===== src/hw/rtl/ecal_pkg.sv =====
// ----------------------------------------------------------------------------
// ecal_pkg
// Types and constants shared by the epoch-to-calendar pipeline.
// ----------------------------------------------------------------------------
package ecal_pkg;

    // Reciprocal of 15 scaled by 2^35, rounded up; used for x/60 as (x>>2)/15.
    localparam int            DIV15_SHIFT = 35;
    localparam logic [31:0]   DIV15_MUL   = 32'(((64'd1 << DIV15_SHIFT) + 64'd14) / 64'd15);

    // Four-year cycle: 1461 days in hours, and its scaled reciprocal.
    localparam logic [22:0]   CYC_HOURS   = 23'(1461 * 24);
    localparam int            CYC_SHIFT   = 40;
    localparam logic [24:0]   CYC_MUL     = 25'(((64'd1 << CYC_SHIFT) + 64'd35063) / 64'd35064);

    // Hour marks of year starts inside a cycle (cycle starts on a year = 2 mod 4).
    localparam logic [15:0]   YR1_START   = 16'(365 * 24);
    localparam logic [15:0]   YR2_START   = 16'(2 * 365 * 24);
    localparam logic [15:0]   YR3_START   = 16'(3 * 365 * 24 + 24);

    localparam logic [8:0]    YEAR_BASE   = 9'd70;
    localparam logic [8:0]    LEAP_DAY    = 9'd60;
    localparam logic [1:0]    LEAP_SLOT   = 2'd2;
    localparam logic [4:0]    FEB29_MDAY  = 5'd29;
    localparam logic [3:0]    MONTH_FEB   = 4'd1;
    localparam logic [3:0]    MONTH_DEC   = 4'd11;

    typedef struct packed {
        logic [5:0]  sec_field;
        logic [5:0]  min_field;
        logic [6:0]  cycles;
        logic [15:0] cyc_hours;
    } t_split;

    typedef struct packed {
        logic [7:0]  year_offset;
        logic [3:0]  month_index;
        logic [4:0]  day_of_month;
        logic [4:0]  hour_field;
        logic [5:0]  min_field;
        logic [5:0]  sec_field;
    } t_cal;

    // Last day of year of each month, non-leap.
    function automatic logic [8:0] month_end(input logic [3:0] mon);
        logic [8:0] v;
        case (mon)
            4'd0:    v = 9'd31;
            4'd1:    v = 9'd59;
            4'd2:    v = 9'd90;
            4'd3:    v = 9'd120;
            4'd4:    v = 9'd151;
            4'd5:    v = 9'd181;
            4'd6:    v = 9'd212;
            4'd7:    v = 9'd243;
            4'd8:    v = 9'd273;
            4'd9:    v = 9'd304;
            4'd10:   v = 9'd334;
            default: v = 9'd365;
        endcase
        return v;
    endfunction

    // Days before the first of each month, non-leap.
    function automatic logic [8:0] month_start(input logic [3:0] mon);
        logic [8:0] v;
        case (mon)
            4'd0:    v = 9'd0;
            4'd1:    v = 9'd31;
            4'd2:    v = 9'd59;
            4'd3:    v = 9'd90;
            4'd4:    v = 9'd120;
            4'd5:    v = 9'd151;
            4'd6:    v = 9'd181;
            4'd7:    v = 9'd212;
            4'd8:    v = 9'd243;
            4'd9:    v = 9'd273;
            4'd10:   v = 9'd304;
            default: v = 9'd334;
        endcase
        return v;
    endfunction

endpackage


===== src/hw/rtl/ecal_split.sv =====
// ----------------------------------------------------------------------------
// ecal_split
// Splits local seconds into second, minute, four-year cycle and hour in cycle.
// Six stages: reciprocal multiply and remainder fix-up for /60, /60, /35064.
// ----------------------------------------------------------------------------
module ecal_split import ecal_pkg::*; (
    input  logic        i_clk,
    input  logic        i_rst_n,
    input  logic        i_vld,
    output logic        o_rdy,
    input  logic [32:0] i_time,
    output logic        o_vld,
    input  logic        i_rdy,
    output t_split      o_data
);

    logic [5:0]  r_v;
    logic [6:0]  w_rdy;

    // stage 2: estimate t/60
    logic [32:0] r_t2;
    logic [27:0] r_q2;
    // stage 3: fix remainder
    logic [5:0]  r_sec3;
    logic [27:0] r_m3;
    // stage 4: estimate m/60
    logic [5:0]  r_sec4;
    logic [27:0] r_m4;
    logic [21:0] r_q4;
    // stage 5
    logic [5:0]  r_sec5;
    logic [5:0]  r_min5;
    logic [21:0] r_h5;
    // stage 6: estimate h/35064
    logic [5:0]  r_sec6;
    logic [5:0]  r_min6;
    logic [21:0] r_h6;
    logic [6:0]  r_q6;
    // stage 7
    t_split      r_out7;

    logic [62:0] w_prod2;
    logic [33:0] w_p3;
    logic [33:0] w_r3;
    logic [57:0] w_prod4;
    logic [28:0] w_p5;
    logic [28:0] w_r5;
    logic [46:0] w_prod6;
    logic [22:0] w_p7;
    logic [22:0] w_r7;

    always_comb begin
        w_rdy[6] = i_rdy;
        for (int k = 5; k >= 0; k--) begin
            w_rdy[k] = !r_v[k] || w_rdy[k+1];
        end
    end
    assign o_rdy  = w_rdy[0];
    assign o_vld  = r_v[5];
    assign o_data = r_out7;

    always_ff @(posedge i_clk) begin
        if (!i_rst_n) begin
            r_v <= '0;
        end else begin
            if (w_rdy[0]) r_v[0] <= i_vld;
            for (int k = 1; k < 6; k++) begin
                if (w_rdy[k]) r_v[k] <= r_v[k-1];
            end
        end
    end

    assign w_prod2 = {32'b0, i_time[32:2]} * {31'b0, DIV15_MUL};
    assign w_p3    = {r_q2, 6'b0} - {4'b0, r_q2, 2'b0};
    assign w_r3    = {1'b0, r_t2} - w_p3;
    assign w_prod4 = {32'b0, r_m3[27:2]} * {26'b0, DIV15_MUL};
    assign w_p5    = {1'b0, r_q4, 6'b0} - {5'b0, r_q4, 2'b0};
    assign w_r5    = {1'b0, r_m4} - w_p5;
    assign w_prod6 = {25'b0, r_h5} * {22'b0, CYC_MUL};
    assign w_p7    = {16'b0, r_q6} * CYC_HOURS;
    assign w_r7    = {1'b0, r_h6} - w_p7;

    always_ff @(posedge i_clk) begin
        if (w_rdy[0] && i_vld) begin
            r_t2 <= i_time;
            r_q2 <= w_prod2[62:35];
        end
        if (w_rdy[1] && r_v[0]) begin
            // estimate may be one high; remainder then comes out negative
            if (w_r3[33]) begin
                r_m3   <= r_q2 - 28'd1;
                r_sec3 <= w_r3[5:0] + 6'd60;
            end else begin
                r_m3   <= r_q2;
                r_sec3 <= w_r3[5:0];
            end
        end
        if (w_rdy[2] && r_v[1]) begin
            r_sec4 <= r_sec3;
            r_m4   <= r_m3;
            r_q4   <= w_prod4[56:35];
        end
        if (w_rdy[3] && r_v[2]) begin
            r_sec5 <= r_sec4;
            if (w_r5[28]) begin
                r_h5   <= r_q4 - 22'd1;
                r_min5 <= w_r5[5:0] + 6'd60;
            end else begin
                r_h5   <= r_q4;
                r_min5 <= w_r5[5:0];
            end
        end
        if (w_rdy[4] && r_v[3]) begin
            r_sec6 <= r_sec5;
            r_min6 <= r_min5;
            r_h6   <= r_h5;
            r_q6   <= w_prod6[46:40];
        end
        if (w_rdy[5] && r_v[4]) begin
            r_out7.sec_field <= r_sec6;
            r_out7.min_field <= r_min6;
            if (w_r7[22]) begin
                r_out7.cycles    <= r_q6 - 7'd1;
                r_out7.cyc_hours <= w_r7[15:0] + CYC_HOURS[15:0];
            end else begin
                r_out7.cycles    <= r_q6;
                r_out7.cyc_hours <= w_r7[15:0];
            end
        end
    end

    a_sec_min_range: assert property (@(posedge i_clk) disable iff (!i_rst_n)
        r_v[3] |-> (r_sec5 < 6'd60) && (r_min5 < 6'd60))
        else $error("second or minute out of range after fix-up");

    a_cycle_hours_range: assert property (@(posedge i_clk) disable iff (!i_rst_n)
        r_v[5] |-> ({7'b0, r_out7.cyc_hours} < CYC_HOURS))
        else $error("hour in cycle out of range");

endmodule


===== src/hw/rtl/ecal_date.sv =====
// ----------------------------------------------------------------------------
// ecal_date
// Year within the cycle, hour of day, day of year, then month and day.
// Three stages; the last one is the output register.
// ----------------------------------------------------------------------------
module ecal_date import ecal_pkg::*; (
    input  logic   i_clk,
    input  logic   i_rst_n,
    input  logic   i_vld,
    output logic   o_rdy,
    input  t_split i_data,
    output logic   o_vld,
    input  logic   i_rdy,
    output t_cal   o_res
);

    logic [2:0]  r_v;
    logic [3:0]  w_rdy;

    logic [5:0]  r_sec8, r_sec9;
    logic [5:0]  r_min8, r_min9;
    logic [8:0]  r_year8, r_year9;
    logic        r_leap8, r_leap9;
    logic [13:0] r_hy8;
    logic [4:0]  r_hour9;
    logic [8:0]  r_day9;
    t_cal        r_res;

    logic [1:0]  w_slot;
    logic [15:0] w_base;
    logic [15:0] w_hy;
    logic [20:0] w_prod9;
    logic [8:0]  w_d0;
    logic [13:0] w_hrem;
    logic [8:0]  w_dd;
    logic        w_feb29;
    logic [3:0]  w_mon;
    logic [8:0]  w_mday;

    always_comb begin
        w_rdy[3] = i_rdy;
        for (int k = 2; k >= 0; k--) begin
            w_rdy[k] = !r_v[k] || w_rdy[k+1];
        end
    end
    assign o_rdy = w_rdy[0];
    assign o_vld = r_v[2];
    assign o_res = r_res;

    always_ff @(posedge i_clk) begin
        if (!i_rst_n) begin
            r_v <= '0;
        end else begin
            if (w_rdy[0]) r_v[0] <= i_vld;
            if (w_rdy[1]) r_v[1] <= r_v[0];
            if (w_rdy[2]) r_v[2] <= r_v[1];
        end
    end

    // cycle years run 365, 365, 366, 365
    always_comb begin
        if (i_data.cyc_hours >= YR3_START) begin
            w_slot = 2'd3;
            w_base = YR3_START;
        end else if (i_data.cyc_hours >= YR2_START) begin
            w_slot = 2'd2;
            w_base = YR2_START;
        end else if (i_data.cyc_hours >= YR1_START) begin
            w_slot = 2'd1;
            w_base = YR1_START;
        end else begin
            w_slot = 2'd0;
            w_base = '0;
        end
        w_hy = i_data.cyc_hours - w_base;
    end

    // hours/24 as ((h>>3) * 683) >> 11, exact for h < 8784
    assign w_prod9 = {10'b0, r_hy8[13:3]} * 21'd683;
    assign w_d0    = w_prod9[19:11];
    assign w_hrem  = r_hy8 - ({5'b0, w_d0} * 14'd24);

    always_comb begin
        w_feb29 = r_leap9 && (r_day9 == LEAP_DAY);
        w_dd    = (r_leap9 && (r_day9 > LEAP_DAY)) ? r_day9 - 9'd1 : r_day9;
        w_mon   = MONTH_DEC;
        for (int k = 10; k >= 0; k--) begin
            if (w_dd <= month_end(4'(k))) w_mon = 4'(k);
        end
        w_mday  = w_dd - month_start(w_mon);
    end

    always_ff @(posedge i_clk) begin
        if (w_rdy[0] && i_vld) begin
            r_sec8  <= i_data.sec_field;
            r_min8  <= i_data.min_field;
            r_year8 <= YEAR_BASE + {i_data.cycles, 2'b0} + {7'b0, w_slot};
            r_leap8 <= (w_slot == LEAP_SLOT);
            r_hy8   <= w_hy[13:0];
        end
        if (w_rdy[1] && r_v[0]) begin
            r_sec9  <= r_sec8;
            r_min9  <= r_min8;
            r_year9 <= r_year8;
            r_leap9 <= r_leap8;
            r_hour9 <= w_hrem[4:0];
            r_day9  <= w_d0 + 9'd1;
        end
        if (w_rdy[2] && r_v[1]) begin
            r_res.sec_field   <= r_sec9;
            r_res.min_field   <= r_min9;
            r_res.hour_field  <= r_hour9;
            r_res.year_offset <= r_year9[7:0];
            if (w_feb29) begin
                r_res.day_of_month <= FEB29_MDAY;
                r_res.month_index  <= MONTH_FEB;
            end else begin
                r_res.day_of_month <= w_mday[4:0];
                r_res.month_index  <= w_mon;
            end
        end
    end

    a_month_range: assert property (@(posedge i_clk) disable iff (!i_rst_n)
        r_v[2] |-> (r_res.month_index <= MONTH_DEC))
        else $error("month index out of range");

    a_mday_fits_month: assert property (@(posedge i_clk) disable iff (!i_rst_n)
        r_v[2] |-> (r_res.day_of_month != 5'd0) &&
                   ({4'b0, r_res.day_of_month} <=
                    month_end(r_res.month_index) - month_start(r_res.month_index) ||
                    (r_res.month_index == MONTH_FEB && r_res.day_of_month == FEB29_MDAY)))
        else $error("day of month does not fit month");

    a_hour_range: assert property (@(posedge i_clk) disable iff (!i_rst_n)
        r_v[2] |-> (r_res.hour_field < 5'd24))
        else $error("hour out of range");

endmodule


===== src/hw/rtl/epoch_seconds_to_calendar_core.sv =====
// ----------------------------------------------------------------------------
// epoch_seconds_to_calendar_core
// Unix epoch seconds to calendar date and time of day.
// ----------------------------------------------------------------------------
// Converts a 32-bit epoch seconds count, minus the programmed zone offset
// (negative results clamp to 1970-01-01 00:00:00), into second, minute, hour,
// day of month, month (0 = January) and year minus 1900. Every year divisible
// by four counts as a leap year. The pipeline takes one transaction per clock
// while the output side is not stalled and has ten register stages. One stage
// registers the offset subtraction and clamp, six come from the three
// reciprocal-multiply dividers (/60, /60, /35064), each a multiply stage plus
// a remainder fix-up stage, and three find the year in the cycle, the day of
// year, and the month and day.
// Backpressure stalls only the stages that are full.
// Write the offset only while the pipeline is empty.
module epoch_seconds_to_calendar_core import ecal_pkg::*; (
    input  logic        i_clk,
    input  logic        i_rst_n,
    input  logic        i_cfg_wr_en,
    input  logic [16:0] i_cfg_wr_data,   // tz_offset, signed seconds
    input  logic        i_s_axis_tvalid,
    output logic        o_s_axis_tready,
    input  logic [31:0] i_s_axis_tdata,  // [31:0] epoch_seconds
    output logic        o_m_axis_tvalid,
    input  logic        i_m_axis_tready,
    // [5:0] sec_field, [11:6] min_field, [16:12] hour_field,
    // [21:17] day_of_month, [25:22] month_index, [33:26] year_offset, rest zero
    output logic [39:0] o_m_axis_tdata
);

    logic [16:0] r_tz;
    logic        r_vld1;
    logic [32:0] r_time1;
    logic        w_rdy1;
    logic        w_split_rdy;
    logic        w_split_vld;
    logic        w_date_rdy;
    t_split      w_split;
    t_cal        w_res;
    logic [33:0] w_local;

    always_ff @(posedge i_clk) begin
        if (!i_rst_n) begin
            r_tz <= '0;
        end else if (i_cfg_wr_en) begin
            r_tz <= i_cfg_wr_data;
        end
    end

    // local = epoch - offset, 34-bit signed; may exceed 2^32 for west offsets
    assign w_local = {2'b0, i_s_axis_tdata} - {{17{r_tz[16]}}, r_tz};

    assign w_rdy1          = !r_vld1 || w_split_rdy;
    assign o_s_axis_tready = w_rdy1;

    always_ff @(posedge i_clk) begin
        if (!i_rst_n) begin
            r_vld1 <= 1'b0;
        end else if (w_rdy1) begin
            r_vld1 <= i_s_axis_tvalid;
        end
    end

    always_ff @(posedge i_clk) begin
        if (w_rdy1 && i_s_axis_tvalid) begin
            r_time1 <= w_local[33] ? 33'd0 : w_local[32:0];
        end
    end

    ecal_split u_split (
        .i_clk   (i_clk),
        .i_rst_n (i_rst_n),
        .i_vld   (r_vld1),
        .o_rdy   (w_split_rdy),
        .i_time  (r_time1),
        .o_vld   (w_split_vld),
        .i_rdy   (w_date_rdy),
        .o_data  (w_split)
    );

    ecal_date u_date (
        .i_clk   (i_clk),
        .i_rst_n (i_rst_n),
        .i_vld   (w_split_vld),
        .o_rdy   (w_date_rdy),
        .i_data  (w_split),
        .o_vld   (o_m_axis_tvalid),
        .i_rdy   (i_m_axis_tready),
        .o_res   (w_res)
    );

    assign o_m_axis_tdata = {6'b0, w_res.year_offset, w_res.month_index,
                             w_res.day_of_month, w_res.hour_field,
                             w_res.min_field, w_res.sec_field};

endmodule

===== config.mk =====
export PLATFORM = sky130hd
export DESIGN_NAME = epoch_seconds_to_calendar_core
export DESIGN_NICKNAME = d
export VERILOG_FILES = /design/src/hw/rtl/ecal_pkg.sv /design/src/hw/rtl/ecal_split.sv /design/src/hw/rtl/ecal_date.sv /design/src/hw/rtl/epoch_seconds_to_calendar_core.sv
export SDC_FILE = /design/constraint.sdc
export NUM_CORES = 2
export LEC_CHECK = 0
export BUFFER_PORTS_ARGS = -buffer_cell sky130_fd_sc_hd__buf_4
export CAP_MARGIN = 10
export CORE_UTILIZATION = 30
export CTS_CLUSTER_SIZE = 16
export DETAILED_ROUTE_END_ITERATION = 10
export PLACE_DENSITY = 0.47
export SLEW_MARGIN = 30
export SYNTH_ARGS = -nofsm -noshare
export SYNTH_HDL_FRONTEND = slang
export SYNTH_SLANG_ARGS = --single-unit

===== constraint.sdc =====
create_clock -name i_clk -period 8.45 [get_ports i_clk]
set_input_delay 0.4225 -clock i_clk [delete_from_list [all_inputs] [get_ports i_clk]]
set_output_delay 0.4225 -clock i_clk [all_outputs]
set_load 0.01 [all_outputs]

==> Word-level counts from Yosys, hierarchy flattened <==
Memory sizes are Yosys's and may differ from the RTL's.
Cells that the tools add are included.
{ "totals": {"ff_bits": 424, "ram_bits": 0, "out_inout_bits": 42, "latchBits": 0, "word_cells": 145, "memories": 1, "in_bits": 54, "rom_bits": 144} }
{ "classes": {"add_sub_neg": 19, "eq_ne": 2, "n_shift": 0, "div": 0, "n_bitwise": 0, "n_lt_le_gt_ge": 15, "muxes": 23, "mul": 6, "reduce_logical": 32} }
{ "mem_list": {"columns": ["name", "depth", "word_bits", "rd", "rd_ports_with_merged_regs", "write_ports", "line", "rtl"], "rows": [
  ["(no name shown)", 16, 9, 1, 0, 0, "ecal_pkg.sv:67", "case (mon)"]
]} }
{ "ops": {"columns": ["op", "n"], "rows": [
  ["$mul A31 B32 Y63 const B", 1],
  ["$mul A26 B32 Y57 const B", 1],
  ["$mul A22 B25 Y47 const B", 1],
  ["$mux W22", 2],
  ["$mux W14", 3],
  ["$le A9 B8 Y1 const B", 4],
  ["$sub A33 B17 Y34", 1],
  ["$sub A33 B34 Y34", 1],
  ["$sub A34 B30 Y34", 1],
  ["$ge A16 B15 Y1 const B", 2],
  ["$mux W4", 8],
  ["$sub A28 B24 Y29", 1],
  ["$sub A28 B29 Y29", 1],
  ["$mux W28", 1],
  ["$sub A28 B1 Y28 const B", 1],
  ["$le A9 B9 Y1 const B", 3],
  ["$sub A22 B23 Y23", 1],
  ["$sub A22 B1 Y22 const B", 1],
  ["$mul A11 B10 Y20 const B", 1],
  ["$mul A7 B13 Y20 const B", 1],
  ["$le A9 B7 Y1 const B", 2],
  ["$add A16 B16 Y16 const B", 1],
  ["$ge A16 B14 Y1 const B", 1],
  ["$sub A14 B14 Y14", 1],
  ["other kinds (20)", 56]
]} }

==> Depth between registers and ports, before layout <==
An unclocked memory read counts as a cell.
{ "depth": {"ltp_word": 17, "ltp_mapped": 29, "ltp_nobuf": 28} }

==> Cells and area by module <==
From an unflattened synthesis, not the netlist that was laid out.
{ "unflattened": {"hier_cells": 4440, "hier_area_um2": 48452.7} }
{ "by_module_without_submodules": {"columns": ["mod", "cells_per_inst", "seq_area_each_um2", "n_inst", "area_each_um2"], "rows": [
  ["ecal_split", 3402, 7957.6, 1, 37397.1],
  ["ecal_date", 626, 3183.1, 1, 7179.4],
  ["epoch_seconds_to_calendar_core", 412, 1351.3, 1, 3876.2]
]} }

==> Worst setup path after synthesis <==
OpenSTA, ideal clock, no wires.
{ "synth_timing": {"path_type": "register -> register", "startpoint": "register u_split.r_h5[19]", "endpoint": "register u_split.r_q6[5] (data pin)", "path_slack_ns": 1.698, "path_buffers": 0, "path_stages_with_launch": 22, "setup_time_ns": 0.262, "required_ns": 8.188, "period_less_slack_ns": 6.752, "t_arrival_ns": 6.489, "path_cell_list": "edfxtp_1 fa_1 inv_1 fa_1 fa_1 inv_1 fa_1 fa_1 fa_1 inv_1 fa_1 inv_1 ha_1 a21o_1 a21o_1 a21oi_1 o2111ai_1 a221oi_1 o31ai_1 o41ai_2 o21bai_1 xor2_1"} }
{ "synth_via": {"elab_chain_cells": 1} }
{ "synth_rtl": {"columns": ["element", "line", "rtl"], "rows": [
  ["start: declaration", "ecal_split.sv:33", "logic [21:0] r_h5;"],
  ["start signal: assignment", "ecal_split.sv:106", "r_h5 <= r_q4 - 22'd1;"],
  ["start signal: assignment", "ecal_split.sv:109", "r_h5 <= r_q4;"],
  ["$mul A22 B25 Y47", "ecal_split.sv:79", "assign w_prod6 = {25'b0, r_h5} * {22'b0, CYC_MUL};"],
  ["named net u_split.w_prod6[45]", "ecal_split.sv:48", "logic [46:0] w_prod6;"],
  ["end signal: assignment", "ecal_split.sv:117", "r_q6 <= w_prod6[46:40];"],
  ["end: declaration", "ecal_split.sv:38", "logic [6:0] r_q6;"]
]} }
The timed path passes the listed nets, and every way through them passes these cells.
A chain may end at the register's enable or synchronous reset.

==> Worst setup path in the final report <==
Ends and elaborated chain as after synthesis.

==> flow_metrics.tcl <==
set metrics [dict create \
    worstHoldPathType "in2reg" \
    yosys.area.top_type "edfxtp_1" \
    synth_ff_type "edfxtp_1" \
    max_slew.worst_pin.slew_ps 859.3 \
    max_cap_viol_count 0 \
    num_rows 146 \
    clock_sinks 424 \
    ys_ff_latch 424 \
    die_x_um 401 \
    cts_buffer_depth 3 \
    yosysWarnings 0 \
    crit_family "adder cells" \
    grt_pass1_wl_um 179700 \
    synthArstFlopShare_pct 0 \
    cp-startpoint "u_split.r_h5[19]" \
    cp_num_buf_inv 5 \
    antenna_found_initial 1 \
    clkLatencyLatePin_ps 600 \
    r2r_slack_ps 1150 \
    cts.reportedPaths.clkPinSlew_ps 60 \
    comb_power_share_pct 71.1 \
    io_pins 96 \
    initial_core_util_pct 30.19 \
    finalCriticalPeriod_ps 7304 \
    groute.usage.overall_pct 14.26 \
    postCtsSetupRepairBufs 0 \
    cts_tree "built" \
    cp.depth 22 \
    path_common_cell "fa_1" \
    core_area_um2 158200 \
    pwr-share-seq_pct 16.6 \
    drtIter0Drc 1391 \
    via_per_inst 4.569 \
    status "finished, final reports clean" \
    synthTopCellsByArea "edfxtp_1, ha_1, fa_1" \
    ys_seq_area_share_pct 26.09 \
    cts_root_buffer "clkbuf_16" \
    synth_top_area_share_pct 24.96 \
    die_area_um2 160800 \
    synthCells 4301 \
    nFillCells 16070 \
    setup_viol_count_final 0 \
    die_y_um 401 \
    start_kind "flip-flop" \
    cpPeakStageDelay_ps 830 \
    areaGrowthSynthToFinish_pct 10.94 \
    worstSetupEndpoint "u_split.r_q6[5]" \
    switchingPower_uw 8680 \
    synth.distinct_cells 97 \
    gp_congestion 0.8928 \
    drive_gt1_share_pct 5.601 \
    numCtsBuffers 49 \
    hold_viol 0 \
    syn_area_um2 47760 \
    avgSynthCellArea_um2 11.10 \
    antenna_left 0 \
    power_leakage_uw 0.02513 \
    synth-edff-count 397 \
    crit_chain "fa_1 > inv_1 > fa_1 > fa_1 > inv_1 > fa_1 > fa_1 > fa_1 > inv_1 > fa_1 > inv_1 > ha_1 > a21o_1 > a21o_1 > a21oi_1 > o2111ai_1 > a221oi_1 > buf_4 > o31ai_1 > o41ai_2 > o21bai_1 > xor2_1" \
    io_buffers 89 \
    fin_nets 5930 \
    post_cts_resized 0 \
    r2r-start "u_split.r_h5[19]" \
    clock_power_share_pct 12.4 \
    wl_per_cell_um 17.24 \
    end_kind "flip-flop" \
    switching_share_pct 46.89 \
    cellPowerDensity_nw_per_um2 349.4 \
    p_int_uw 9831 \
    ir_drop_v 0.0007895 \
    htree_levels 2 \
    rr_endpoint "u_split.r_q6[5]" \
    fmax_mhz 136.9 \
    grt_pass1_vias 31910 \
    post-route-period-util_pct 86.44 \
    diodes 0 \
    hold_buffers 0 \
    fin_skew_ps 16.55 \
    path_class "reg2reg" \
    cp.arrival_ps 7640 \
    drt-pass1-iter-count 5 \
    route.detailed.drc 0 \
    crit_path_top_delay_cell "fa_1" \
    routed_wl_um 112900 \
    rsz0062_at_grt "false" \
    grt_max_degree 62 \
    cp_max_fo 6 \
    relSlewSlack_pct 42.54 \
    setup_tns_ps 0 \
    hold-worst-slack_ps 85.14 \
    critPathRequiredTime_ps 8790 \
    grt_overflow 0 \
    hpwlAfterDp_um 97730 \
    worst_r2r_path_depth 22 \
    finalMaxSlewViolations 0 \
    vias 29940 \
]
-- worst min-delay path by stage --
stage	startpoint	endpoint	cells after the start
after floorplan	u_date.r_sec9[0]	u_date.o_res[0]	0
after global placement	u_split.r_sec4[0]	u_split.r_sec5[0]	0
after detailed placement	u_date.r_hour9[0]	u_date.o_res[12]	0
after CTS	i_cfg_wr_data[5]	r_tz[5]	3
after global routing	i_cfg_wr_data[2]	r_tz[2]	3
final	i_cfg_wr_data[5]	r_tz[5]	3
-- registers in the layout (all words and copies together) (netlist names), 7 cells and up --
register / count
u_date.r_year8: 8
u_date.r_year9: 8
u_split.r_q4: 22
u_date.o_res: 34
u_split.r_h5: 22
r_tz: 17
u_split.o_data: 34
u_split.r_h6: 22
u_split.r_q2: 28
r_time1: 33
u_split.r_t2: 33
u_split.r_m4: 28
u_date.r_day9: 9
u_split.r_q6: 7
u_split.r_m3: 28
u_date.r_hy8: 14
-- tightest hold or removal path, delay by kind of cell --
family / cells / cell delay [ps]
buffers and inverters: 1 / 80
muxes: 1 / 50
and+or+nand+nor: 1 / 90
-- cell usage after synthesis, types with 14 or more instances --
cell      number
o21a_1        45
or2_2         15
or3_1         19
mux2i_1       27
a21o_1        66
edfxtp_1     397
nand4_1       41
xnor2_1      151
a31oi_1       21
nor3_1        55
nand3_1       34
fa_1         547
o21ai_0      101
xor2_1        65
nand2_1       96
inv_1       1010
o21bai_1      15
nor4_1        21
nor2b_1       49
a21oi_1      123
and3_1        26
nor2_1       143
ha_1         889
nand2b_1      25
a211oi_1      22
a21boi_0      14
dfxtp_1       27
-- cell usage in the layout, fill, tap and decap left out, types with 65 or more instances in the layout --
master       n
nand2_1     96
a21o_1      66
a21oi_1    123
fa_1       547
xnor2_1    151
buf_4      108
ha_1       889
inv_1     1010
o21ai_0    101
nor2_1     143
xor2_1      65
edfxtp_1   397
-- layer usage --
layer	global-route usage [%]	wire length, um	share of wire [%]
met1	18.84	51420	46
met2	24.61	55280	49
met3	1.707	3481	3.1
met4	3.596	2756	2.4
met5	0	0	0
-- stage by stage --
step                      cells  instance area, um^2  util, %  power, uW  setup WS (ps)
after detailed placement   6457                51170    32.34      16430           1096
final                      6553                52980    33.49      18510           1146
after global routing       6553                52980    33.49      20830          752.1
after global placement     6456                51120    32.32      16350           1149
after floorplan            4306                47780        -      12700           1698
after CTS                  6549                52890    33.44      18920           1054
-- cell type report --
type | instances | area [um^2] | area share, %
multi-input cells | 2842 | 31490 | 59.42
flip-flops and latches | 424 | 12460 | 23.52
inverters | 1011 | 3795 | 7.162
well taps | 2072 | 2592 | 4.893
clock buffers | 61 | 1313 | 2.477
repair buffers | 112 | 920.9 | 1.738
clock inverters | 31 | 416.7 | 0.7864
-- power by group through the flow --
stage / logic [uW] / registers, uW / clock network [uW]
3_3_place_gp: 13200 / 3120 / 0
3_5_place_dp: 13300 / 3120 / 0
5_1_grt: 15300 / 3090 / 2430
6_report: 13200 / 3060 / 2290
4_1_cts: 13500 / 3070 / 2370
2_1_floorplan: 9700 / 3000 / 0
-- cells by family (layout without fill, tap and decap cells) --
group / Yosys count / after routing / synth area share [%]
fa+ha+maj: 1436 / 1436 / 46.22
buf+inv: 1040 / 1215 / 8.270
simple gates: 604 / 604 / 6.887
compound gates: 553 / 553 / 7.998
flops: 424 / 424 / 26.09
xor+xnor: 216 / 216 / 3.961
mux: 27 / 27 / 0.5659
other cells: 1 / 6 / 0.007852
No activity file was read; power rests on OpenSTA's default activity.
